## src/fpa_pkg.sv

```systemverilog
// Shared types and constants of the fixed-point ALU.
package fpa_pkg;

  localparam int RAW_WIDTH    = 32;
  localparam int FRAC_BITS_DEF = 8;
  localparam int FRAC_MAX     = 30;
  // Divider numerator: the dividend magnitude with room for the largest fraction
  localparam int NUM_W        = RAW_WIDTH + FRAC_MAX;
  localparam int PROD_W       = 2 * RAW_WIDTH;
  localparam int MAG_W        = PROD_W - 1;

  localparam logic [RAW_WIDTH-1:0] POS_MAX = {1'b0, {(RAW_WIDTH-1){1'b1}}};
  localparam logic [RAW_WIDTH-1:0] NEG_MIN = {1'b1, {(RAW_WIDTH-1){1'b0}}};

  typedef enum logic [3:0] {
    OP_ADD      = 4'd0,
    OP_SUB      = 4'd1,
    OP_MUL      = 4'd2,
    OP_DIV      = 4'd3,
    OP_MAX      = 4'd4,
    OP_MIN      = 4'd5,
    OP_INC      = 4'd6,
    OP_DEC      = 4'd7,
    OP_FROM_INT = 4'd8,
    OP_TO_INT   = 4'd9,
    OP_GT       = 4'd10,
    OP_LT       = 4'd11,
    OP_GE       = 4'd12,
    OP_LE       = 4'd13,
    OP_EQ       = 4'd14,
    OP_NE       = 4'd15
  } op_t;

  // One request as it travels down the pipeline
  typedef struct packed {
    op_t                  op;
    logic [RAW_WIDTH-1:0] res;
    logic                 cmp;
    logic                 neg;
    logic                 dz;
    logic [RAW_WIDTH-1:0] ma;
    logic [RAW_WIDTH-1:0] mb;
    logic [PROD_W-1:0]    prod;
    logic [RAW_WIDTH:0]   rem;
    logic [NUM_W-1:0]     quo;
    logic [NUM_W-1:0]     num;
    logic [MAG_W-1:0]     mag;
  } pipe_t;

endpackage

```

## src/fpa_div_step.sv

```systemverilog
// Divider stage: a few restoring division steps on the magnitudes.
module fpa_div_step #(
  parameter int STEPS = 2
) (
  input  logic           clk,
  input  logic           rst,
  input  logic           in_valid,
  output logic           in_ready,
  input  fpa_pkg::pipe_t in_item,
  output logic           out_valid,
  input  logic           out_ready,
  output fpa_pkg::pipe_t out_item
);
  import fpa_pkg::*;

  pipe_t              item_next;
  logic [RAW_WIDTH:0] rs;
  logic [RAW_WIDTH:0] dv;
  logic [NUM_W-1:0]   nm;
  logic [NUM_W-1:0]   qu;
  logic               vld;
  pipe_t              item;

  // Shift in the next numerator bit, subtract the divisor where it fits
  always_comb begin
    rs = in_item.rem;
    nm = in_item.num;
    qu = in_item.quo;
    dv = {1'b0, in_item.mb};
    for (int s = 0; s < STEPS; s++) begin
      rs = {rs[RAW_WIDTH-1:0], nm[NUM_W-1]};
      nm = nm << 1;
      qu = qu << 1;
      if (rs >= dv) begin
        rs    = rs - dv;
        qu[0] = 1'b1;
      end
    end
    item_next     = in_item;
    item_next.rem = rs;
    item_next.num = nm;
    item_next.quo = qu;
  end

  assign in_ready = !vld || out_ready;

  always_ff @(posedge clk) begin
    if (rst) begin
      vld <= 1'b0;
    end else if (in_ready) begin
      vld <= in_valid;
    end
  end

  always_ff @(posedge clk) begin
    if (in_ready && in_valid) begin
      item <= item_next;
    end
  end

  assign out_valid = vld;
  assign out_item  = item;
endmodule

```

## config.mk

```make
export PLATFORM = sky130hd
export DESIGN_NAME = fpa_div_step
export DESIGN_NICKNAME = d
export VERILOG_FILES = /design/src/fpa_pkg.sv /design/src/fpa_div_step.sv
export SDC_FILE = /design/constraint.sdc
export NUM_CORES = 1
export LEC_CHECK = 0
export ABC_AREA = 1
export BUFFER_PORTS_ARGS = -buffer_cell sky130_fd_sc_hd__buf_2
export CORE_AREA = 2 2 302 304
export CTS_BUF_LIST = sky130_fd_sc_hd__clkbuf_4
export DETAILED_ROUTE_END_ITERATION = 16
export DIE_AREA = 0 0 304 306
export SYNTH_ARGS = -nofsm -noshare
export SYNTH_HDL_FRONTEND = slang
export SYNTH_SLANG_ARGS = --single-unit
export TNS_END_PERCENT = 20
```

## constraint.sdc

```tcl
create_clock -name clk -period 58.5 [get_ports clk]
set_clock_uncertainty 0.15 [all_clocks]
set_input_delay 5.85 -clock clk [delete_from_list [all_inputs] [get_ports clk]]
set_output_delay 5.85 -clock clk [all_outputs]
set_load 0.02 [all_outputs]
```

==> run summary <==
====================================================================================================
Relative max-transition margin ........................................................        22.2%
Top cell type by total area after synthesis ........................................... sky130_fd_sc_hd__edfxtp_1
Number of nets still failing antenna checks after routing .............................            0
Max-cap violations ....................................................................            0
Leading cell types in the layout, fill and taps excluded .............................. sky130_fd_sc_hd__buf_2, sky130_fd_sc_hd__nand2_1, sky130_fd_sc_hd__edfxtp_1, sky130_fd_sc_hd__inv_1, sky130_fd_sc_hd__clkbuf_4
Number of clock sinks .................................................................          386
Final critical-path share of the clock period .........................................        21.4%
Worst Setup Slack post-DPL ............................................................     46020 ps
Tightest Pin Transition ...............................................................      1170 ps
RD Place Congestion ...................................................................        0.898
Flip-flop and latch count after synthesis .............................................          386
Die area ..............................................................................   0.0930 mm2
Time the final worst path needs with I/O delays and setup .............................     12490 ps
Share of cells above drive strength 1 .................................................        38.4%
Drt first-iter violations .............................................................         1352
Yosys top cell area share .............................................................        66.7%
Leak ..................................................................................      11.3 nW
Post-synthesis cell type count ........................................................           41
Post CTS Setup Buffer Count ...........................................................            0
Row cnt ...............................................................................          110
Final routed DRC violation total ......................................................            0
Worst setup path class ................................................................       in2out
Worst setup margin ....................................................................     46010 ps
Maximum level of the CTS H-tree .......................................................            3
Total power after layout ..............................................................     0.799 mW
Aggregate routed wire length ..........................................................    103000 um
Critical Path Sink Type ...............................................................  output port
Clock-pin slew reported for the worst setup and hold paths after clock tree synthesis .        50 ps
Class of the tightest hold or removal check ...........................................      reg2reg
Vias after detailed routing ...........................................................        15700
Register area share after synthesis ...................................................        66.8%
CTS Root Cell ......................................................................... sky130_fd_sc_hd__clkbuf_4
Worst-path fanout max .................................................................            2
Proportion of power drawn by the clock network ........................................        32.3%
TritonCTS Buffers .....................................................................          112
Hold violation count in the final report ..............................................            0
Slew Limit Fails ......................................................................            0
Clock tree buffer depth ...............................................................            3
CTS tree ..............................................................................        built
HPWL reported at the end of detailed placement ........................................     88200 um
Placeable core region .................................................................   0.0896 mm2
Area contributors post-synth .......................................................... sky130_fd_sc_hd__edfxtp_1, sky130_fd_sc_hd__nand2_1, sky130_fd_sc_hd__inv_1
Number of ports placed on the die boundary ............................................          780
Yosys Warn Count ......................................................................            0
Number of placed cells counting well taps .............................................         3499
Die extent in y .......................................................................       306 um
Tot GR Track Use ......................................................................        21.5%
RSZ-0062 raised after global routing ..................................................        false
Wire length of the first global-routing pass ..........................................    133000 um
Count of mapped cells out of synthesis ................................................         1562
Min Hold Slack ........................................................................       398 ps
Clock latency on the worst-skew pair ..................................................       960 ps
Mean instance size in the synthesized netlist .........................................     11.1 um2
Number of non-filler instances in the completed layout ................................         3720
Relative contribution of combinational cells to total power ...........................        25.2%
Count of hold-fix buffers inserted at cts .............................................            0
Internal power consumption ............................................................     0.519 mW
Worst IR drop on VDD ..................................................................  0.0000126 V
Antenna violations before repair ......................................................          100
Post-synth design cell area ...........................................................   0.0173 mm2
Overflow after GRT ....................................................................            0
Most common cell after layout, fill and taps aside .................................... sky130_fd_sc_hd__buf_2
Width of the chip .....................................................................       304 um
Switching power .......................................................................     0.280 mW
PwrDens ...............................................................................  33.1 mW/mm2
Kind of start point of the critical path ..............................................   input port
Required time reported for the critical path endpoint .................................     52500 ps
Setup tns final .......................................................................         0 ps
Pin count of the biggest net entering global routing ..................................           89
Initial Utilization ...................................................................        19.3%
Final cell area excluding filler cells ................................................   0.0241 mm2
Area delta synth->final ...............................................................        39.1%
Final count of negative-setup-slack endpoints .........................................            0
Routed via count divided by cell count ................................................         4.23
Switching share of total power ........................................................        35.0%
CTS-repair resized insts ..............................................................            0
Post-layout util ......................................................................        26.9%
Net total in the final layout .........................................................         2894
Outcome ............................................................................... complete, no violations
Number of filler cells placed in the layout ...........................................         9683
Sequential power share ................................................................        42.5%
DR pass1 iterations ...................................................................            7
Fmax ..................................................................................     80.0 MHz
WL per Instance .......................................................................      27.8 um
Number of buffers added on ports ......................................................          774
Post-Place Cell Area ..................................................................   0.0227 mm2
Critical path arrival .................................................................      6490 ps
Via count of the first global-routing pass ............................................        15100
====================================================================================================
[path summary, 6_finish.rpt]
check | from | endpoint | slack (ps) | depth (start not counted)
setup reg to reg | out_valid | out_item[317] | 54450 | 5
hold reg to reg | out_valid | out_valid | 400 | 2
setup / recovery | out_ready | in_ready | 46010 | 4
hold / removal | out_valid | out_valid | 400 | 2
[routing by layer]
metal,part of all wire [%],vias to the layer above,track usage (%),wire (um)
met5,0.22,-,0,230
met4,2.4,36,5.40,2470
met3,14,173,13.1,14600
met2,45,837,34.0,46800
met1,38,7566,24.5,39300
li1,-,7117,-,-
[cells in the mapped netlist (all sizes together)]
| master | n |
|---|---|
| o211ai | 2 |
| a21boi | 3 |
| xnor2 | 16 |
| ha | 64 |
| nand3 | 72 |
| edfxtp | 385 |
| inv | 231 |
| nor3b | 2 |
| o2111ai | 1 |
| conb | 1 |
| clkinv | 2 |
| dfxtp | 1 |
| a31oi | 4 |
| a21o | 5 |
| xor2 | 26 |
| o21ai | 21 |
| nand2 | 474 |
| o21bai | 5 |
| and2 | 1 |
| buf | 12 |
| nor3 | 10 |
| a21oi | 56 |
| nand4 | 45 |
| nand3b | 9 |
| fa | 2 |
| o21a | 4 |
| clkbuf | 11 |
| nor2 | 93 |
| nor4 | 3 |
| o31ai | 1 |
[critical path: stages]
cell,delay (ps)
sky130_fd_sc_hd__buf_2,70
sky130_fd_sc_hd__inv_1,60
sky130_fd_sc_hd__nand2_1,90
sky130_fd_sc_hd__buf_2,390
[sequential cells by signal, indices dropped and copies added, names as in the netlist]
signal and flops:
out_item 385, out_valid 1
[final cells by class]
type | instances | area [um2] | area share, %
tap | 1176 | 1470 | 6.10
clock inverter | 38 | 225 | 0.934
antenna | 28 | 70.1 | 0.291
timing repair buffer | 783 | 3940 | 16.3
inverter | 233 | 875 | 3.63
clock buffer | 155 | 1160 | 4.82
sequential | 386 | 11600 | 48.0
multi-input combinational | 921 | 4790 | 19.9
[power groups by stage]
stage,registers [mW],logic (mW),clock network (mW)
floorplan,0.383,0.0881,0
global placement,0.345,0.203,0
detailed placement,0.345,0.203,0
CTS,0.340,0.204,0.270
global route,0.341,0.220,0.281
finish,0.339,0.202,0.258
[cell families after synthesis]
logic type | after synthesis | share of synthesized area, %
simple gates | 709 | 17.1
compound gates | 102 | 3.31
other cells | 1 | 0.0216
buf+inv | 256 | 5.76
flops | 386 | 66.8
fa+ha+maj | 66 | 4.85
xor+xnor | 42 | 2.12
Note: power is estimated with default switching activity, not from simulation.
