===== src/fpa_pkg.sv =====
// Shared types and constants of the fixed-point ALU.
package fpa_pkg;

  localparam int RAW_WIDTH    = 32;
  localparam int FRAC_BITS_DEF = 8;
  localparam int FRAC_MAX     = 30;
  // Divider numerator: the dividend magnitude with room for the largest fraction
  localparam int NUM_W        = RAW_WIDTH + FRAC_MAX;
  localparam int PROD_W       = 2 * RAW_WIDTH;
  localparam int MAG_W        = PROD_W - 1;

  localparam logic [RAW_WIDTH-1:0] POS_MAX = {1'b0, {(RAW_WIDTH-1){1'b1}}};
  localparam logic [RAW_WIDTH-1:0] NEG_MIN = {1'b1, {(RAW_WIDTH-1){1'b0}}};

  typedef enum logic [3:0] {
    OP_ADD      = 4'd0,
    OP_SUB      = 4'd1,
    OP_MUL      = 4'd2,
    OP_DIV      = 4'd3,
    OP_MAX      = 4'd4,
    OP_MIN      = 4'd5,
    OP_INC      = 4'd6,
    OP_DEC      = 4'd7,
    OP_FROM_INT = 4'd8,
    OP_TO_INT   = 4'd9,
    OP_GT       = 4'd10,
    OP_LT       = 4'd11,
    OP_GE       = 4'd12,
    OP_LE       = 4'd13,
    OP_EQ       = 4'd14,
    OP_NE       = 4'd15
  } op_t;

  // One request as it travels down the pipeline
  typedef struct packed {
    op_t                  op;
    logic [RAW_WIDTH-1:0] res;
    logic                 cmp;
    logic                 neg;
    logic                 dz;
    logic [RAW_WIDTH-1:0] ma;
    logic [RAW_WIDTH-1:0] mb;
    logic [PROD_W-1:0]    prod;
    logic [RAW_WIDTH:0]   rem;
    logic [NUM_W-1:0]     quo;
    logic [NUM_W-1:0]     num;
    logic [MAG_W-1:0]     mag;
  } pipe_t;

endpackage


===== src/fpa_mul.sv =====
// Multiply stage: full product of the operand magnitudes.
module fpa_mul (
  input  logic           clk,
  input  logic           rst,
  input  logic           in_valid,
  output logic           in_ready,
  input  fpa_pkg::pipe_t in_item,
  output logic           out_valid,
  input  logic           out_ready,
  output fpa_pkg::pipe_t out_item
);
  import fpa_pkg::*;

  pipe_t item_next;
  logic  vld;
  pipe_t item;

  // Form the unsigned product
  always_comb begin
    item_next      = in_item;
    item_next.prod = PROD_W'(in_item.ma) * PROD_W'(in_item.mb);
  end

  assign in_ready = !vld || out_ready;

  always_ff @(posedge clk) begin
    if (rst) begin
      vld <= 1'b0;
    end else if (in_ready) begin
      vld <= in_valid;
    end
  end

  always_ff @(posedge clk) begin
    if (in_ready && in_valid) begin
      item <= item_next;
    end
  end

  assign out_valid = vld;
  assign out_item  = item;
endmodule


===== config.mk =====
export PLATFORM = sky130hd
export DESIGN_NAME = fpa_mul
export DESIGN_NICKNAME = d
export VERILOG_FILES = /design/src/fpa_pkg.sv /design/src/fpa_mul.sv
export SDC_FILE = /design/constraint.sdc
export NUM_CORES = 2
export LEC_CHECK = 0
export BUFFER_PORTS_ARGS = -buffer_cell sky130_fd_sc_hd__buf_2
export CAP_MARGIN = 20
export CORE_MARGIN = 4
export CORE_UTILIZATION = 40
export DETAILED_ROUTE_END_ITERATION = 6
export PLACE_DENSITY = 0.61
export SETUP_SLACK_MARGIN = 0.02
export SLEW_MARGIN = 15
export SYNTH_ARGS = -nofsm -noshare
export SYNTH_HDL_FRONTEND = slang
export SYNTH_SLANG_ARGS = --single-unit

===== constraint.sdc =====
create_clock -name clk -period 21.5 [get_ports clk]
set_clock_uncertainty 0.1 [all_clocks]
set_input_delay 4.3 -clock clk [delete_from_list [all_inputs] [get_ports clk]]
set_output_delay 4.3 -clock clk [all_outputs]
set_load 0.02 [all_outputs]

==> qor.log <==
qor: outcome.result_of_the_run finished clean
qor: routing.final_ant_viol_nets 0
qor: clock_network.postCtsResizedCells 0
qor: floorplan.die_w 342 microns
qor: place.place_hpwl 93900 microns
qor: grt.grt_util_all_layers 21.4%
qor: logic_synthesis.yosysMostFrequentCell sky130_fd_sc_hd__fa_1
qor: logic_synthesis.postSynth.asyncResetShare 0%
qor: sta.fin_tns_setup 0 ns
qor: critical_path.crit_path_end_kind flip-flop
qor: clock_network.clock_insertion_delay_worst_skew 0.62 ns
qor: critical_path.rr_startpoint out_valid
qor: logic_synthesis.post_synth_inst_count 4031
qor: floorplan.placeable_core_region 111000 sq um
qor: sta.max_freq 79.0 MHz
qor: critical_path.worst-endpoint-required 21.77 ns
qor: job.number_of_max_capacitance_violations_reported 0
qor: logic_synthesis.ys_seq_area_share 26.0%
qor: sta.setup_repair_after_global_routing_missed_its_margin no
qor: routing.route.vias.total 30200
qor: routing.avgRoutedWirePerCell 20.1 microns
qor: grt.grt_max_degree 129
qor: logic_synthesis.synth_nets 5581
qor: critical_path.critPathKind input port to flip-flop
qor: cells_and_area.nFillCells 10500
qor: grt.grt_overflow_total 0
qor: critical_path.worstSetupStartpointType input port
qor: clock_network.tritoncts done
qor: sta.tightest_slew 1.02 ns
qor: clock_network.hold_buffers 0
qor: logic_synthesis.postSynthAreaPerCell 11.1 sq um
qor: logic_synthesis.post_synth_num_cell_types 57
qor: routing.drt_drc_violations_left 0
qor: logic_synthesis.post_synth_main_area_contributors sky130_fd_sc_hd__fa_1, sky130_fd_sc_hd__edfxtp_1, sky130_fd_sc_hd__and2_1, sky130_fd_sc_hd__ha_1, sky130_fd_sc_hd__inv_1
qor: clock_network.cts-htree-levels 2
qor: cells_and_area.layout-drive-gt1-share 17.8%
qor: logic_synthesis.post_synth_instance_area 44700 sq um
qor: sta.fin_crit 12.65 ns
qor: logic_synthesis.most_used_flip_flop_cell_after_synthesis sky130_fd_sc_hd__edfxtp_1
qor: clock_network.clk_pin_slew_worst_paths 0.06 ns
qor: grt.grt_pass1_wl 192000 microns
qor: grt.initial_antenna_violation_count 6
qor: clock_network.cts_root_buffer sky130_fd_sc_hd__clkbuf_16
qor: critical_path.timing.reg2reg.worst_path_depth 5
qor: routing.drt-initial-drc-count 1403
qor: logic_synthesis.yosysTopAreaCell sky130_fd_sc_hd__fa_1
qor: grt.number_of_global_route_vias_before_repair 32800
qor: sta.report.final.slew_viol_count 0
qor: logic_synthesis.yosysWarnings 0
qor: critical_path.worstPathMaxFanout 33
qor: logic_synthesis.synth_enable_flop_cells 387
qor: sta.final_min_period_over_clock_period 58.8%
qor: min_path.min_path_cells 2
qor: critical_path.regToRegSetupSlack 17.31 ns
qor: floorplan.die-area 117000 sq um
qor: critical_path.timing.critical_path.from in_item[342]
qor: routing.drt-pass1-iter-count 5
qor: sta.setup_viol_count_final 0
qor: clock_network.cts_made_buffers 45
qor: floorplan.ios 780
qor: clock_network.post-cts-setup-buffers 0
qor: routing.route.final.wire_length 124000 microns
qor: cells_and_area.finish.net_count 6161
qor: min_path.holdCritPathClass flip-flop to flip-flop
qor: floorplan.num_rows 122
qor: critical_path.cp_data_arrival_time 12.92 ns
qor: clock_network.clkSinkCount 388
qor: cells_and_area.area_delta_synth_final 14.2%
qor: sta.hold_viol 0
qor: place.gpl.final_weighted_congestion 0.873
qor: min_path.startpoint_of_the_tightest_hold_check_path out_valid
qor: logic_synthesis.synth_common_cells sky130_fd_sc_hd__fa_1, sky130_fd_sc_hd__inv_1, sky130_fd_sc_hd__and2_1
qor: logic_synthesis.ys_ff_latch 388
qor: place.buffer_ports.inserted 715
qor: routing.avgViaCountPerCell 4.92
qor: clock_network.cts_buffer_depth 3
qor: floorplan.die_h 342 microns
qor: sta.rel_slew_slack 31.9%
qor: logic_synthesis.synthDominantCellAreaShare 40.1%
qor: floorplan.initial_core_util 40.3%
-- layer usage --
| layer | vias up | share of wire, % | global-route usage [%] |
|---|---|---|---|
| li1 | 13300 | - | - |
| met1 | 15800 | 38 | 26.5 |
| met2 | 938 | 51 | 37.5 |
| met3 | 205 | 7.0 | 4.27 |
| met4 | 2 | 3.5 | 7.18 |
| met5 | - | 0.0065 | 0 |
-- worst paths after layout --
kind              endpoint
max          out_item[277]
min              out_valid
max reg2reg  out_item[309]
min reg2reg      out_valid
-- final cells by class --
type                            count  area [sq um]  share of cell area, %
Antenna cell                        4          10.0                 0.0196
Clock buffer                       59          1230                   2.41
Clock inverter                     23           228                  0.446
Inverter                          861          3230                   6.33
Multi-Input combinational cell   2573         29100                   56.9
Sequential cell                   388         11600                   22.8
Tap cell                         1488          1860                   3.65
Timing Repair Buffer              742          3790                   7.43
-- per-stage QoR --
stage | area [sq um] | hold slack (ns) | utilization (%) | cells | setup slack (ns)
2_1_floorplan | 44700 | 0.629 | - | 4031 | 7.25
3_3_place_gp | 49600 | 0.522 | 44.7 | 6052 | 8.41
3_5_place_dp | 49600 | 0.506 | 44.7 | 6052 | 8.40
4_1_cts | 51000 | 0.518 | 46.1 | 6134 | 9.02
5_1_grt | 51000 | 0.583 | 46.1 | 6135 | 8.61
6_report | 51000 | 0.537 | 46.1 | 6138 | 8.85
-- cells in the final DEF (no fill, tap or decap), drive strengths merged, types with 2 or more instances in the layout --
cell and n:
xnor2 39, o211ai 2, nor4 3, nand2 478
o21ai 41, o41ai 2, o2111ai 2, a31oi 15
nor2b 5, o21a 2, nand3 10, a21oi 66
fa 896, a21boi 2, clkinvlp 2, ha 263
nand4 14, clkbuf 59, a311oi 2, and2 599
a211oi 4, diode 4, o31ai 8, inv 866
buf 742, edfxtp 387, xor2 24, and3 10
o21bai 11, nor2 22, clkinv 15, or3 3
nand2b 4, nor3b 3, nor3 6, a21o 27
-- registers in the layout, indices dropped and copies added (netlist names) --
name,flops
out_item,387
out_valid,1
-- critical path: stages --
cell and delay [ns]:
sky130_fd_sc_hd__buf_2 0.71, sky130_fd_sc_hd__and2_1 0.26, sky130_fd_sc_hd__fa_1 0.43, sky130_fd_sc_hd__fa_1 0.55, sky130_fd_sc_hd__inv_1 0.09, sky130_fd_sc_hd__fa_1 0.55
sky130_fd_sc_hd__inv_1 0.06, sky130_fd_sc_hd__fa_1 0.51, sky130_fd_sc_hd__inv_1 0.06, sky130_fd_sc_hd__fa_1 0.41, sky130_fd_sc_hd__inv_1 0.11, sky130_fd_sc_hd__fa_1 0.44
sky130_fd_sc_hd__fa_1 0.56, sky130_fd_sc_hd__inv_1 0.07, sky130_fd_sc_hd__fa_1 0.47, sky130_fd_sc_hd__inv_1 0.04, sky130_fd_sc_hd__ha_1 0.38, sky130_fd_sc_hd__inv_1 0.15
sky130_fd_sc_hd__nor3_1 0.64, sky130_fd_sc_hd__nand4_1 0.70, sky130_fd_sc_hd__a211oi_1 0.83, sky130_fd_sc_hd__nor2_1 0.24, sky130_fd_sc_hd__nor3_1 0.25, sky130_fd_sc_hd__nor3_1 0.09
-- cells by family (layout without fill, tap and decap cells) --
| kind of cell | count (synthesis) | count (layout) | share of synthesized area (%) |
|---|---|---|---|
| xor gates and xnor gates | 63 | 63 | 1.23 |
| other | 0 | 4 | 0 |
| and+or+nand+nor | 1161 | 1161 | 13.5 |
| buffers and inverters | 1070 | 1685 | 9.00 |
| DFF | 388 | 388 | 26.0 |
| AOI/OAI and AO/OA | 190 | 190 | 2.78 |
| adders and majority gates | 1159 | 1159 | 47.5 |
Power is left out: the tool's default activity adds up to more than one toggle a clock period on the data nets, which glitch-free logic cannot reach.
