### config.mk
export PLATFORM = sky130hd
export DESIGN_NAME = fpa_sat
export DESIGN_NICKNAME = d
export VERILOG_FILES = /design/src/fpa_pkg.sv /design/src/fpa_sat.sv
export SDC_FILE = /design/constraint.sdc
export NUM_CORES = 1
export LEC_CHECK = 0
export ABC_AREA = 1
export BUFFER_PORTS_ARGS = -buffer_cell sky130_fd_sc_hd__buf_4
export CORE_AREA = 2 2 167 169
export DETAILED_ROUTE_END_ITERATION = 16
export DIE_AREA = 0 0 169 171
export PLACE_DENSITY = 0.4
export SETUP_SLACK_MARGIN = 0.4
export SYNTH_ARGS = -nofsm -noshare
export SYNTH_HDL_FRONTEND = slang
export SYNTH_SLANG_ARGS = --single-unit
### constraint.sdc
create_clock -name clk -period 4.4 [get_ports clk]
set_input_delay 0.44 -clock clk [delete_from_list [all_inputs] [get_ports clk]]
set_output_delay 0.44 -clock clk [all_outputs]
set_load 0.05 [all_outputs]
### src/fpa_pkg.sv
// Shared types and constants of the fixed-point ALU.
package fpa_pkg;

  localparam int RAW_WIDTH    = 32;
  localparam int FRAC_BITS_DEF = 8;
  localparam int FRAC_MAX     = 30;
  // Divider numerator: the dividend magnitude with room for the largest fraction
  localparam int NUM_W        = RAW_WIDTH + FRAC_MAX;
  localparam int PROD_W       = 2 * RAW_WIDTH;
  localparam int MAG_W        = PROD_W - 1;

  localparam logic [RAW_WIDTH-1:0] POS_MAX = {1'b0, {(RAW_WIDTH-1){1'b1}}};
  localparam logic [RAW_WIDTH-1:0] NEG_MIN = {1'b1, {(RAW_WIDTH-1){1'b0}}};

  typedef enum logic [3:0] {
    OP_ADD      = 4'd0,
    OP_SUB      = 4'd1,
    OP_MUL      = 4'd2,
    OP_DIV      = 4'd3,
    OP_MAX      = 4'd4,
    OP_MIN      = 4'd5,
    OP_INC      = 4'd6,
    OP_DEC      = 4'd7,
    OP_FROM_INT = 4'd8,
    OP_TO_INT   = 4'd9,
    OP_GT       = 4'd10,
    OP_LT       = 4'd11,
    OP_GE       = 4'd12,
    OP_LE       = 4'd13,
    OP_EQ       = 4'd14,
    OP_NE       = 4'd15
  } op_t;

  // One request as it travels down the pipeline
  typedef struct packed {
    op_t                  op;
    logic [RAW_WIDTH-1:0] res;
    logic                 cmp;
    logic                 neg;
    logic                 dz;
    logic [RAW_WIDTH-1:0] ma;
    logic [RAW_WIDTH-1:0] mb;
    logic [PROD_W-1:0]    prod;
    logic [RAW_WIDTH:0]   rem;
    logic [NUM_W-1:0]     quo;
    logic [NUM_W-1:0]     num;
    logic [MAG_W-1:0]     mag;
  } pipe_t;

endpackage

### src/fpa_sat.sv
// Output stage: saturate, apply the sign and hold the result register.
module fpa_sat (
  input  logic                          clk,
  input  logic                          rst,
  input  logic                          in_valid,
  output logic                          in_ready,
  input  fpa_pkg::pipe_t                in_item,
  output logic                          out_valid,
  input  logic                          out_ready,
  output logic [fpa_pkg::RAW_WIDTH-1:0] result_raw,
  output logic                          compare_true,
  output logic                          overflowed,
  output logic                          divide_by_zero
);
  import fpa_pkg::*;

  logic [MAG_W-1:0]     limit;
  logic                 over;
  logic [RAW_WIDTH-1:0] sel;
  logic [RAW_WIDTH-1:0] res_next;
  logic                 ovf_next;
  logic                 vld;
  logic [RAW_WIDTH-1:0] res;
  logic                 cmp;
  logic                 ovf;
  logic                 dz;

  // Clamp the magnitude to the signed range and negate where needed
  always_comb begin
    limit = in_item.neg ? MAG_W'(NEG_MIN) : MAG_W'(POS_MAX);
    over  = in_item.mag > limit;
    sel   = over ? limit[RAW_WIDTH-1:0] : in_item.mag[RAW_WIDTH-1:0];
    if ((in_item.op == OP_MUL || in_item.op == OP_DIV) && !in_item.dz) begin
      res_next = in_item.neg ? (~sel + 1'b1) : sel;
      ovf_next = over;
    end else begin
      res_next = in_item.res;
      ovf_next = 1'b0;
    end
  end

  assign in_ready = !vld || out_ready;

  always_ff @(posedge clk) begin
    if (rst) begin
      vld <= 1'b0;
    end else if (in_ready) begin
      vld <= in_valid;
    end
  end

  always_ff @(posedge clk) begin
    if (in_ready && in_valid) begin
      res <= res_next;
      cmp <= in_item.cmp;
      ovf <= ovf_next;
      dz  <= in_item.dz;
    end
  end

  assign out_valid      = vld;
  assign result_raw     = res;
  assign compare_true   = cmp;
  assign overflowed     = ovf;
  assign divide_by_zero = dz;
endmodule

==> results.txt <==
The flow ran to the end, and the final reports show no timing, DRC or antenna violations. Synthesized cell area: 3850 um^2. The final hold violation count was 0. Area added between synthesis and finish: 41.9%. For the number of clock sinks, the log shows 36. The category of the worst setup path capture point is a flip-flop. The floorplan has 61 rows.

The sequential area share after synthesis was 27.8%. The tools report the half-perimeter wire length after detailed placement as 13800 um. The routed layout has 4265 vias. The run gives 2 as the depth of the CTS H-tree. The number of synthesized register bits is 36, and the worst relative slew slack is 40.2%.

Setup slack closes at 0.833 ns. Final wirelength: 16500 um. Buffers inserted to repair hold after CTS numbered 0. The number of buffers created by CTS came out at 5.

The overall die height was 171 um; the global-route usage over all layers was 11.3%. In the final timing run, aggregate negative setup slack is 0 ns. The slowest cell on the critical path is ha_1. The count of yosys warnings during synthesis is 0.

The initial core utilization is 14.1%. The deepest clock path buffer count is 2. In this run the worst hold path is classified as in2reg. The tools report the static leakage as 2.78 nW. The logs give 24200 um for the wire length of the first global-routing pass and 1157 for the final net count. The pin count of the biggest net entering global routing was 31; the layout filler cell count was 3138. Synthesized net count: 1019. The core box area is 27300 um^2, and the count of distinct cell types in the synthesized netlist is 36.

The area of the die was 28900 um^2; the worst-margin pin slew was 0.895 ns. The power density over the cells works out to 220 nW/um^2. The worst hold path begins at rst.

The post-layout minimum cycle time is 3.57 ns. Leaving out fill and tap cells, the most frequent cells in the layout are nand2_1, buf_4, inv_1, nand3_1, nor2_1. Average vias per placed instance: 3.95. On the final layout, the worst clock skew is 0.00870 ns. The type of element launching the critical path is an input port.

Number of global-route vias before repair: 3922. The average wire per cell in the routed design is 15.3 um. The tools report the CTS root buffer as clkbuf_16. Setup repair after global routing left no endpoint under its margin.

For the remaining global-route overflow, the log shows 0. The design draws 1.20 mW. The worst setup slack before clock tree synthesis was 0.495 ns. Data on the critical path arrives at its endpoint at 3.59 ns.

Across the run, the number of max-cap violations was 0. STA puts the critical path data required time at 4.42 ns. After clock tree synthesis, the clock-pin slew on the worst setup and hold paths is 0.06 ns. Pin placement for this block handled 428 I/O pins. For the clock latency on the worst-skew pair, the log shows 0.29 ns. TritonCTS built the clock tree. Mean area per synthesized cell: 6.47 um^2. Of the cells placed in the final design, the portion with a size suffix greater than 1 is 26.4%. The routability congestion estimate is 0.791, and the fmax is 0.280 GHz. The post-synthesis instance total was 595; the final design utilization was 20.0%. Buffers added to address setup during post-CTS repair amount to 0.

After the first detailed-routing iteration, the DRC count stood at 207. Input and output buffers added on the ports amount to 141. The setup path with the least slack is of type in2reg. In this run the remaining antenna-violating nets after routing total 0. The post-CTS resize count is 0.

The startpoint of the worst-slack reg-to-reg timing path is out_valid. The largest single stage delay on the critical path is 0.31 ns. For the first-pass iteration count of the detailed router, the log shows 5.

The share of the clock period used by the worst path after layout works out to 81.1%. The post-route DRC violation count came out at 0. Of all nets on the critical path, the largest fanout is 25. Die span in x: 169 um. The critical path goes through buf_4 > buf_4 > ha_1 > nand2_1 > nor2_1 > nand4_1 > nor3_1 > nand3b_1 > nand3_2 > nand2_1 > inv_2 > ha_1 > inv_1 > a21oi_1 > nand2_1 > nor3_2 > nand2_1 > nand2_1 > nand2_1 > nand3_1 > nand2_1. The run gives 0 as the initial antenna violation count. In this run the worst setup path begins at in_item[349]. The run gives 0 as the number of pins with negative max-slew slack in the final report.

Most common library cell in the layout ignoring fill and taps: nand2_1. The tools report the worst ir drop on vdd as 151 uV. Counting stages on the worst path, the most repeated cell is nand2_1. The run gives 0 as the final setup violation count.
-- layout make-up --
type / count / area [um^2] / area share, %
repair buffers: 150 / 1130 / 20.6
inverters: 65 / 244 / 4.47
flip-flops and latches: 36 / 1070 / 19.6
clock inverters: 2 / 10.0 / 0.183
multi-input cells: 475 / 2440 / 44.6
clock buffers: 6 / 139 / 2.54
well taps: 346 / 433 / 7.92
diodes: 1 / 2.50 / 0.0458
-- path summary, 6_finish.rpt --
kind / slack, ns / cells past startpoint / to
worst max register to register: 2.65 / 2 / result_raw[9]
worst min-delay path: 0.30 / 2 / out_valid
worst min register to register: 0.55 / 2 / out_valid
worst max-delay path: 0.83 / 21 / result_raw[16]
-- state kept, by name, summed over array words and instances, names as in the netlist --
signal and count:
out_valid 1, overflowed 1, result_raw 32, compare_true 1, divide_by_zero 1
-- synthesized netlist by cell type --
| cell | instances | area share [%] |
|---|---|---|
| a21o_1 | 2 | 0.39 |
| a21oi_1 | 22 | 2.9 |
| a21oi_4 | 1 | 0.42 |
| a31oi_1 | 2 | 0.32 |
| a41oi_1 | 1 | 0.23 |
| and2_1 | 1 | 0.16 |
| buf_1 | 1 | 0.097 |
| buf_2 | 5 | 0.65 |
| buf_4 | 2 | 0.39 |
| buf_6 | 4 | 1.2 |
| clkbuf_1 | 7 | 0.68 |
| clkinv_1 | 1 | 0.097 |
| dfxtp_1 | 1 | 0.52 |
| edfxtp_1 | 35 | 27 |
| ha_1 | 33 | 11 |
| inv_1 | 62 | 6.0 |
| inv_2 | 2 | 0.20 |
| nand2_1 | 221 | 22 |
| nand2_2 | 11 | 1.8 |
| nand3_1 | 58 | 7.5 |
| nand3_2 | 4 | 1.0 |
| nand3b_1 | 3 | 0.58 |
| nand4_1 | 15 | 2.4 |
| nor2_1 | 54 | 5.3 |
| nor2_2 | 9 | 1.5 |
| nor2_4 | 1 | 0.29 |
| nor3_1 | 4 | 0.52 |
| nor3_2 | 2 | 0.52 |
| nor3b_1 | 1 | 0.20 |
| nor4_1 | 1 | 0.16 |
| o211ai_1 | 5 | 0.97 |
| o21ai_0 | 12 | 1.6 |
| o21ai_1 | 7 | 0.91 |
| o21ai_2 | 2 | 0.45 |
| o31ai_1 | 1 | 0.20 |
| or2_2 | 2 | 0.32 |
-- layer usage --
metal,part of all wire [%],vias to the layer above,wire (um),GRT usage (%)
li1,-,2230,-,-
met1,54,1879,8930,18.0
met2,39,150,6410,15.7
met3,6.5,6,1070,1.97
met4,0.71,0,117,2.01
met5,0,-,0,0
-- report_power, final --
part	internal (mW)	total, mW	switching (mW)
Sequential	0.405	0.420	0.0146
Combinational	0.156	0.411	0.255
Clock	0.224	0.374	0.150
-- worst max-delay path, delay by kind of cell --
family | cells | cell delay [ns]
adders and majority gates | 2 | 0.51
buffers and inverters | 4 | 0.60
and+or+nand+nor | 14 | 1.89
AOI/OAI and AO/OA | 1 | 0.12
-- metrics by stage --
stage                     hold slack [ns]  instance area (um^2)  std cells
after floorplan                     0.509                  3850        595
after global placement              0.535                  5310       1072
after detailed placement            0.539                  5310       1072
after CTS                           0.292                  5460       1080
after global routing                0.292                  5460       1080
final                               0.302                  5460       1081
-- kinds of logic (layout without fill, tap and decap cells) --
family	count (synthesis)	count (layout)	share of synthesized area (%)
compound gates	55	55	8.32
flops	36	36	27.8
other cells	0	1	0
buf+inv	84	223	9.32
simple gates	387	387	43.8
fa+ha+maj	33	33	10.7
Note: power is estimated with default switching activity, not from simulation.
