`config.mk`:
```
export PLATFORM = sky130hd
export DESIGN_NAME = fpa_round
export DESIGN_NICKNAME = d
export VERILOG_FILES = /design/src/fpa_pkg.sv /design/src/fpa_round.sv
export SDC_FILE = /design/constraint.sdc
export NUM_CORES = 1
export LEC_CHECK = 0
export BUFFER_PORTS_ARGS = -buffer_cell sky130_fd_sc_hd__buf_2
export CAP_MARGIN = 20
export CORE_AREA = 2 2 307 309
export DETAILED_ROUTE_END_ITERATION = 16
export DIE_AREA = 0 0 309 311
export SLEW_MARGIN = 15
export SYNTH_ARGS = -nofsm -noshare
export SYNTH_HDL_FRONTEND = slang
export SYNTH_SLANG_ARGS = --single-unit
```
`constraint.sdc`:
```
create_clock -name clk -period 14.4 [get_ports clk]
set_input_delay 1.44 -clock clk [delete_from_list [all_inputs] [get_ports clk]]
set_output_delay 1.44 -clock clk [all_outputs]
set_load 0.05 [all_outputs]
```
`src/fpa_pkg.sv`:
```
// Shared types and constants of the fixed-point ALU.
package fpa_pkg;

  localparam int RAW_WIDTH    = 32;
  localparam int FRAC_BITS_DEF = 8;
  localparam int FRAC_MAX     = 30;
  // Divider numerator: the dividend magnitude with room for the largest fraction
  localparam int NUM_W        = RAW_WIDTH + FRAC_MAX;
  localparam int PROD_W       = 2 * RAW_WIDTH;
  localparam int MAG_W        = PROD_W - 1;

  localparam logic [RAW_WIDTH-1:0] POS_MAX = {1'b0, {(RAW_WIDTH-1){1'b1}}};
  localparam logic [RAW_WIDTH-1:0] NEG_MIN = {1'b1, {(RAW_WIDTH-1){1'b0}}};

  typedef enum logic [3:0] {
    OP_ADD      = 4'd0,
    OP_SUB      = 4'd1,
    OP_MUL      = 4'd2,
    OP_DIV      = 4'd3,
    OP_MAX      = 4'd4,
    OP_MIN      = 4'd5,
    OP_INC      = 4'd6,
    OP_DEC      = 4'd7,
    OP_FROM_INT = 4'd8,
    OP_TO_INT   = 4'd9,
    OP_GT       = 4'd10,
    OP_LT       = 4'd11,
    OP_GE       = 4'd12,
    OP_LE       = 4'd13,
    OP_EQ       = 4'd14,
    OP_NE       = 4'd15
  } op_t;

  // One request as it travels down the pipeline
  typedef struct packed {
    op_t                  op;
    logic [RAW_WIDTH-1:0] res;
    logic                 cmp;
    logic                 neg;
    logic                 dz;
    logic [RAW_WIDTH-1:0] ma;
    logic [RAW_WIDTH-1:0] mb;
    logic [PROD_W-1:0]    prod;
    logic [RAW_WIDTH:0]   rem;
    logic [NUM_W-1:0]     quo;
    logic [NUM_W-1:0]     num;
    logic [MAG_W-1:0]     mag;
  } pipe_t;

endpackage

```
`src/fpa_round.sv`:
```
// Rounding stage: round product and quotient magnitudes to nearest.
module fpa_round #(
  parameter int FRAC_BITS = fpa_pkg::FRAC_BITS_DEF
) (
  input  logic           clk,
  input  logic           rst,
  input  logic           in_valid,
  output logic           in_ready,
  input  fpa_pkg::pipe_t in_item,
  output logic           out_valid,
  input  logic           out_ready,
  output fpa_pkg::pipe_t out_item
);
  import fpa_pkg::*;

  localparam logic [PROD_W-1:0] BIAS = PROD_W'(1) << (FRAC_BITS - 1);

  pipe_t             item_next;
  logic [PROD_W-1:0] biased;
  logic [RAW_WIDTH:0] half_gap;
  logic              round_up;
  logic              vld;
  pipe_t             item;

  // Ties go away from zero: the magnitude rounds up on an exact half
  always_comb begin
    biased    = in_item.prod + BIAS;
    half_gap  = {1'b0, in_item.mb} - in_item.rem;
    round_up  = in_item.rem >= half_gap;
    item_next = in_item;
    case (in_item.op)
      OP_MUL:  item_next.mag = MAG_W'(biased >> FRAC_BITS);
      OP_DIV:  item_next.mag = MAG_W'(in_item.quo) + MAG_W'(round_up);
      default: item_next.mag = '0;
    endcase
  end

  assign in_ready = !vld || out_ready;

  always_ff @(posedge clk) begin
    if (rst) begin
      vld <= 1'b0;
    end else if (in_ready) begin
      vld <= in_valid;
    end
  end

  always_ff @(posedge clk) begin
    if (in_ready && in_valid) begin
      item <= item_next;
    end
  end

  assign out_valid = vld;
  assign out_item  = item;
endmodule

```
==> impl_metrics.tcl <==
set metrics [dict create \
    dp_slack_ns 5.91 \
    cell_occurring_most_often_along_the_worst_timing_path "sky130_fd_sc_hd__ha_1" \
    timing.final.hold_violations 0 \
    grt_usage_pct 12.0 \
    timing.final.crit_period_ns 7.72 \
    grt_start_max_net_pins 83 \
    clkSlewWorstSetupHoldPaths_ns 0.06 \
    design.core.area_um2 92800 \
    worst_path_max_fanout 6 \
    grt-ovfl-total 0 \
    rsz_0062_raised_after_global_routing "no" \
    relative_slew_slack_pct 29.1 \
    antenna_found_initial 11 \
    floorplan.die.height_um 311 \
    synth_enable_flop_cells 387 \
    synth_flop_cell "sky130_fd_sc_hd__edfxtp_1" \
    hold_path_class "flip-flop to flip-flop" \
    h-tree-depth 2 \
    dr_total_vias 12700 \
    cp_top_family "simple AND/OR/NAND/NOR gates" \
    placed_cells_incl_taps 3110 \
    netlist.area_leader.share_pct 69.2 \
    power.static_leakage_nw 9.40 \
    totalNegativeSetupSlack_ns 0 \
    drt-wirelength-per-cell_um 19.1 \
    critical-path-max-stage-delay_ns 0.59 \
    synth_compound_area_share_pct 6.48 \
    main_combinational_cell_family_by_area_after_synthesis "simple AND/OR/NAND/NOR gates" \
    endpoint_kind "flip-flop" \
    area_growth_syn_to_layout_pct 38.3 \
    ys_ff_latch 388 \
    cts_setup_buffers 0 \
    pd_cells_nw_per_um2 127 \
    crit_path_start "in_item[284]" \
    synth.distinct_cells 56 \
    clk_skew_ns 0.0109 \
    cts-root-buf "sky130_fd_sc_hd__clkbuf_16" \
    cp_slowest_cell "sky130_fd_sc_hd__and3_1" \
    layout_cell_share_with_drive_strength_beyond_1_pct 41.7 \
    setup_viol_count_final 0 \
    syn-mean-instance-area_um2 14.5 \
    post_synth_inst_count 1156 \
    avgViaCountPerCell 3.99 \
    chipWidth_um 309 \
    layout_commonest_cell "sky130_fd_sc_hd__buf_2" \
    max_freq_mhz 130 \
    synthXorXnorAreaFrac_pct 7.40 \
    clock_sinks 388 \
    run_status "complete, no violations" \
    synth-async-reset-ratio_pct 0 \
    crit_buf_inv 3 \
    cts_tree "built" \
    cts_buffers 43 \
    n_fill_cell 9857 \
    cts_hold_repair.buffers 0 \
    port_buffers 716 \
    synthMuxAreaShare_pct 0.194 \
    min_from "out_valid$_SDFFE_PP0N_" \
    worstSkewPairLatency_ns 0.59 \
    post_synth_and_or_nand_nor_area_fraction_pct 9.65 \
    starting_density_of_the_core_pct 18.1 \
    yosys.area_share.adder_pct 5.11 \
    fin_total_pwr_w 0.00295 \
    netlist_top_cells_area "sky130_fd_sc_hd__edfxtp_1 (69%), sky130_fd_sc_hd__ha_1 (5.0%), sky130_fd_sc_hd__xor2_1 (4.2%), sky130_fd_sc_hd__xnor2_1 (3.2%), sky130_fd_sc_hd__o22ai_1 (1.9%)" \
    synth_top_area_cell "sky130_fd_sc_hd__edfxtp_1" \
    worst-endpoint-arrival_ns 8.03 \
    worst-endpoint-required_ns 14.71 \
    fin_worst_hold_slack_ns 0.526 \
    layout_common_cells "sky130_fd_sc_hd__buf_2 (716), sky130_fd_sc_hd__edfxtp_1 (387), sky130_fd_sc_hd__xor2_1 (81), sky130_fd_sc_hd__nand2_1 (77), sky130_fd_sc_hd__ha_1 (67)" \
    drv_cap 0 \
    total_die_area_um2 96100 \
    floorplan.io_pins 780 \
    clock_path_buffers 3 \
    critical_path.reg2reg.startpoint "out_valid$_SDFFE_PP0N_" \
    post-route-drc-count 0 \
    maxSlewViolCount 0 \
    fin_crit_sh_pct 53.6 \
    cts_repair_resize_count 0 \
    wirelength_um 60800 \
    detail-route-antenna-nets 0 \
    detailedRoute.firstPassIterationCount 4 \
    synth-seq-area-share_pct 69.3 \
    postSynthNetCount 1615 \
    std_cell_rows 112 \
    irDropWorstVdd_mv 0.0840 \
    timing.critical_path.from_type "input port" \
    final_cell_count_no_fill 3190 \
    gp_congestion 0.861 \
    worst_pin_slew_ns 1.06 \
    final_critical_path_setup_slack_ns 6.68 \
    mappedNetlistArea_um2 16800 \
    dp_hpwl_um 48300 \
    total_of_warnings_raised_by_yosys 0 \
    timing.setup.critical_path_class "input port to flip-flop" \
    first_global_vias 12300 \
    grt_first_pass_wirelength_um 84500 \
    num-nets-final 2360 \
    drt-initial-drc-count 890 \
]
## worst register-to-register path: stages (launching register included)
cell	delay, ns
sky130_fd_sc_hd__dfxtp_1	0.31
sky130_fd_sc_hd__nand2b_1	0.10
sky130_fd_sc_hd__and2_4	0.64
sky130_fd_sc_hd__buf_4	0.80
sky130_fd_sc_hd__buf_4	0.96
## report_power, final
group	total [W]	switching (W)	internal, W
logic	0.000571	0.000424	0.000148
clock network	0.00104	0.000467	0.000569
registers	0.00134	0.0000163	0.00132
total	0.00295	0.000907	0.00204
## cells in the mapped netlist (4+ instances only)
| master | n |
|---|---|
| sky130_fd_sc_hd__edfxtp_1 | 387 |
| sky130_fd_sc_hd__o22ai_1 | 52 |
| sky130_fd_sc_hd__clkbuf_1 | 21 |
| sky130_fd_sc_hd__nand2b_1 | 4 |
| sky130_fd_sc_hd__and2_1 | 8 |
| sky130_fd_sc_hd__nor2_1 | 46 |
| sky130_fd_sc_hd__xor2_1 | 81 |
| sky130_fd_sc_hd__o211ai_1 | 7 |
| sky130_fd_sc_hd__a211oi_1 | 6 |
| sky130_fd_sc_hd__a31oi_1 | 7 |
| sky130_fd_sc_hd__a21oi_1 | 34 |
| sky130_fd_sc_hd__and4_1 | 13 |
| sky130_fd_sc_hd__o21a_1 | 4 |
| sky130_fd_sc_hd__nand2_1 | 77 |
| sky130_fd_sc_hd__nor2b_1 | 4 |
| sky130_fd_sc_hd__nand3_1 | 46 |
| sky130_fd_sc_hd__and3_1 | 29 |
| sky130_fd_sc_hd__or3_1 | 5 |
| sky130_fd_sc_hd__xnor2_1 | 61 |
| sky130_fd_sc_hd__o21ai_0 | 24 |
| sky130_fd_sc_hd__ha_1 | 67 |
| sky130_fd_sc_hd__nor3_1 | 16 |
| sky130_fd_sc_hd__inv_1 | 56 |
| sky130_fd_sc_hd__nand4_1 | 32 |
| sky130_fd_sc_hd__a21o_1 | 17 |
## state kept, by name, indices dropped and copies added, names as in the netlist
register,flops
out_item,387
out_valid,1
## final timing paths
check                                  to  slack [ns]  cells past startpoint
setup / recovery   out_item[59]$_DFFE_PP_        6.68                     27
hold / removal     out_valid$_SDFFE_PP0N_        0.53                      2
setup reg to reg  out_item[112]$_DFFE_PP_       11.11                      4
hold reg to reg    out_valid$_SDFFE_PP0N_        0.53                      2
## through the flow
step	area [um^2]	util, %
floorplan	16800	-
global placement	21900	23.6
detailed placement	21900	23.6
CTS	23200	25.0
global route	23200	25.0
finish	23200	25.0
## layer usage
layer,share of wire [%],track usage (%),wire length (um),vias to the layer above
li1,-,-,-,5907
met1,42,15.1,25300,6173
met2,47,19.5,28400,554
met3,9.5,4.00,5780,74
met4,2.1,3.33,1250,10
met5,0.11,0,64,-
## kinds of logic (layout without fill, tap and decap cells)
| group | after synthesis | in the layout |
|---|---|---|
| DFF | 388 | 388 |
| adders and majority gates | 68 | 68 |
| xor gates and xnor gates | 142 | 142 |
| buffers and inverters | 82 | 859 |
| muxes | 3 | 3 |
| other | 0 | 3 |
| and+or+nand+nor | 302 | 302 |
| AOI/OAI and AO/OA | 171 | 171 |
## final cells by class
class,count,area (um^2),area share [%]
sequential,388,11600,50.1
multi-input combinational,686,4860,20.9
timing repair buffer,726,3660,15.7
tap,1254,1570,6.75
clock buffer,48,1090,4.71
inverter,56,210,0.905
clock inverter,29,196,0.845
antenna,3,7.51,0.0323
Power figures use the tool's default switching activity.
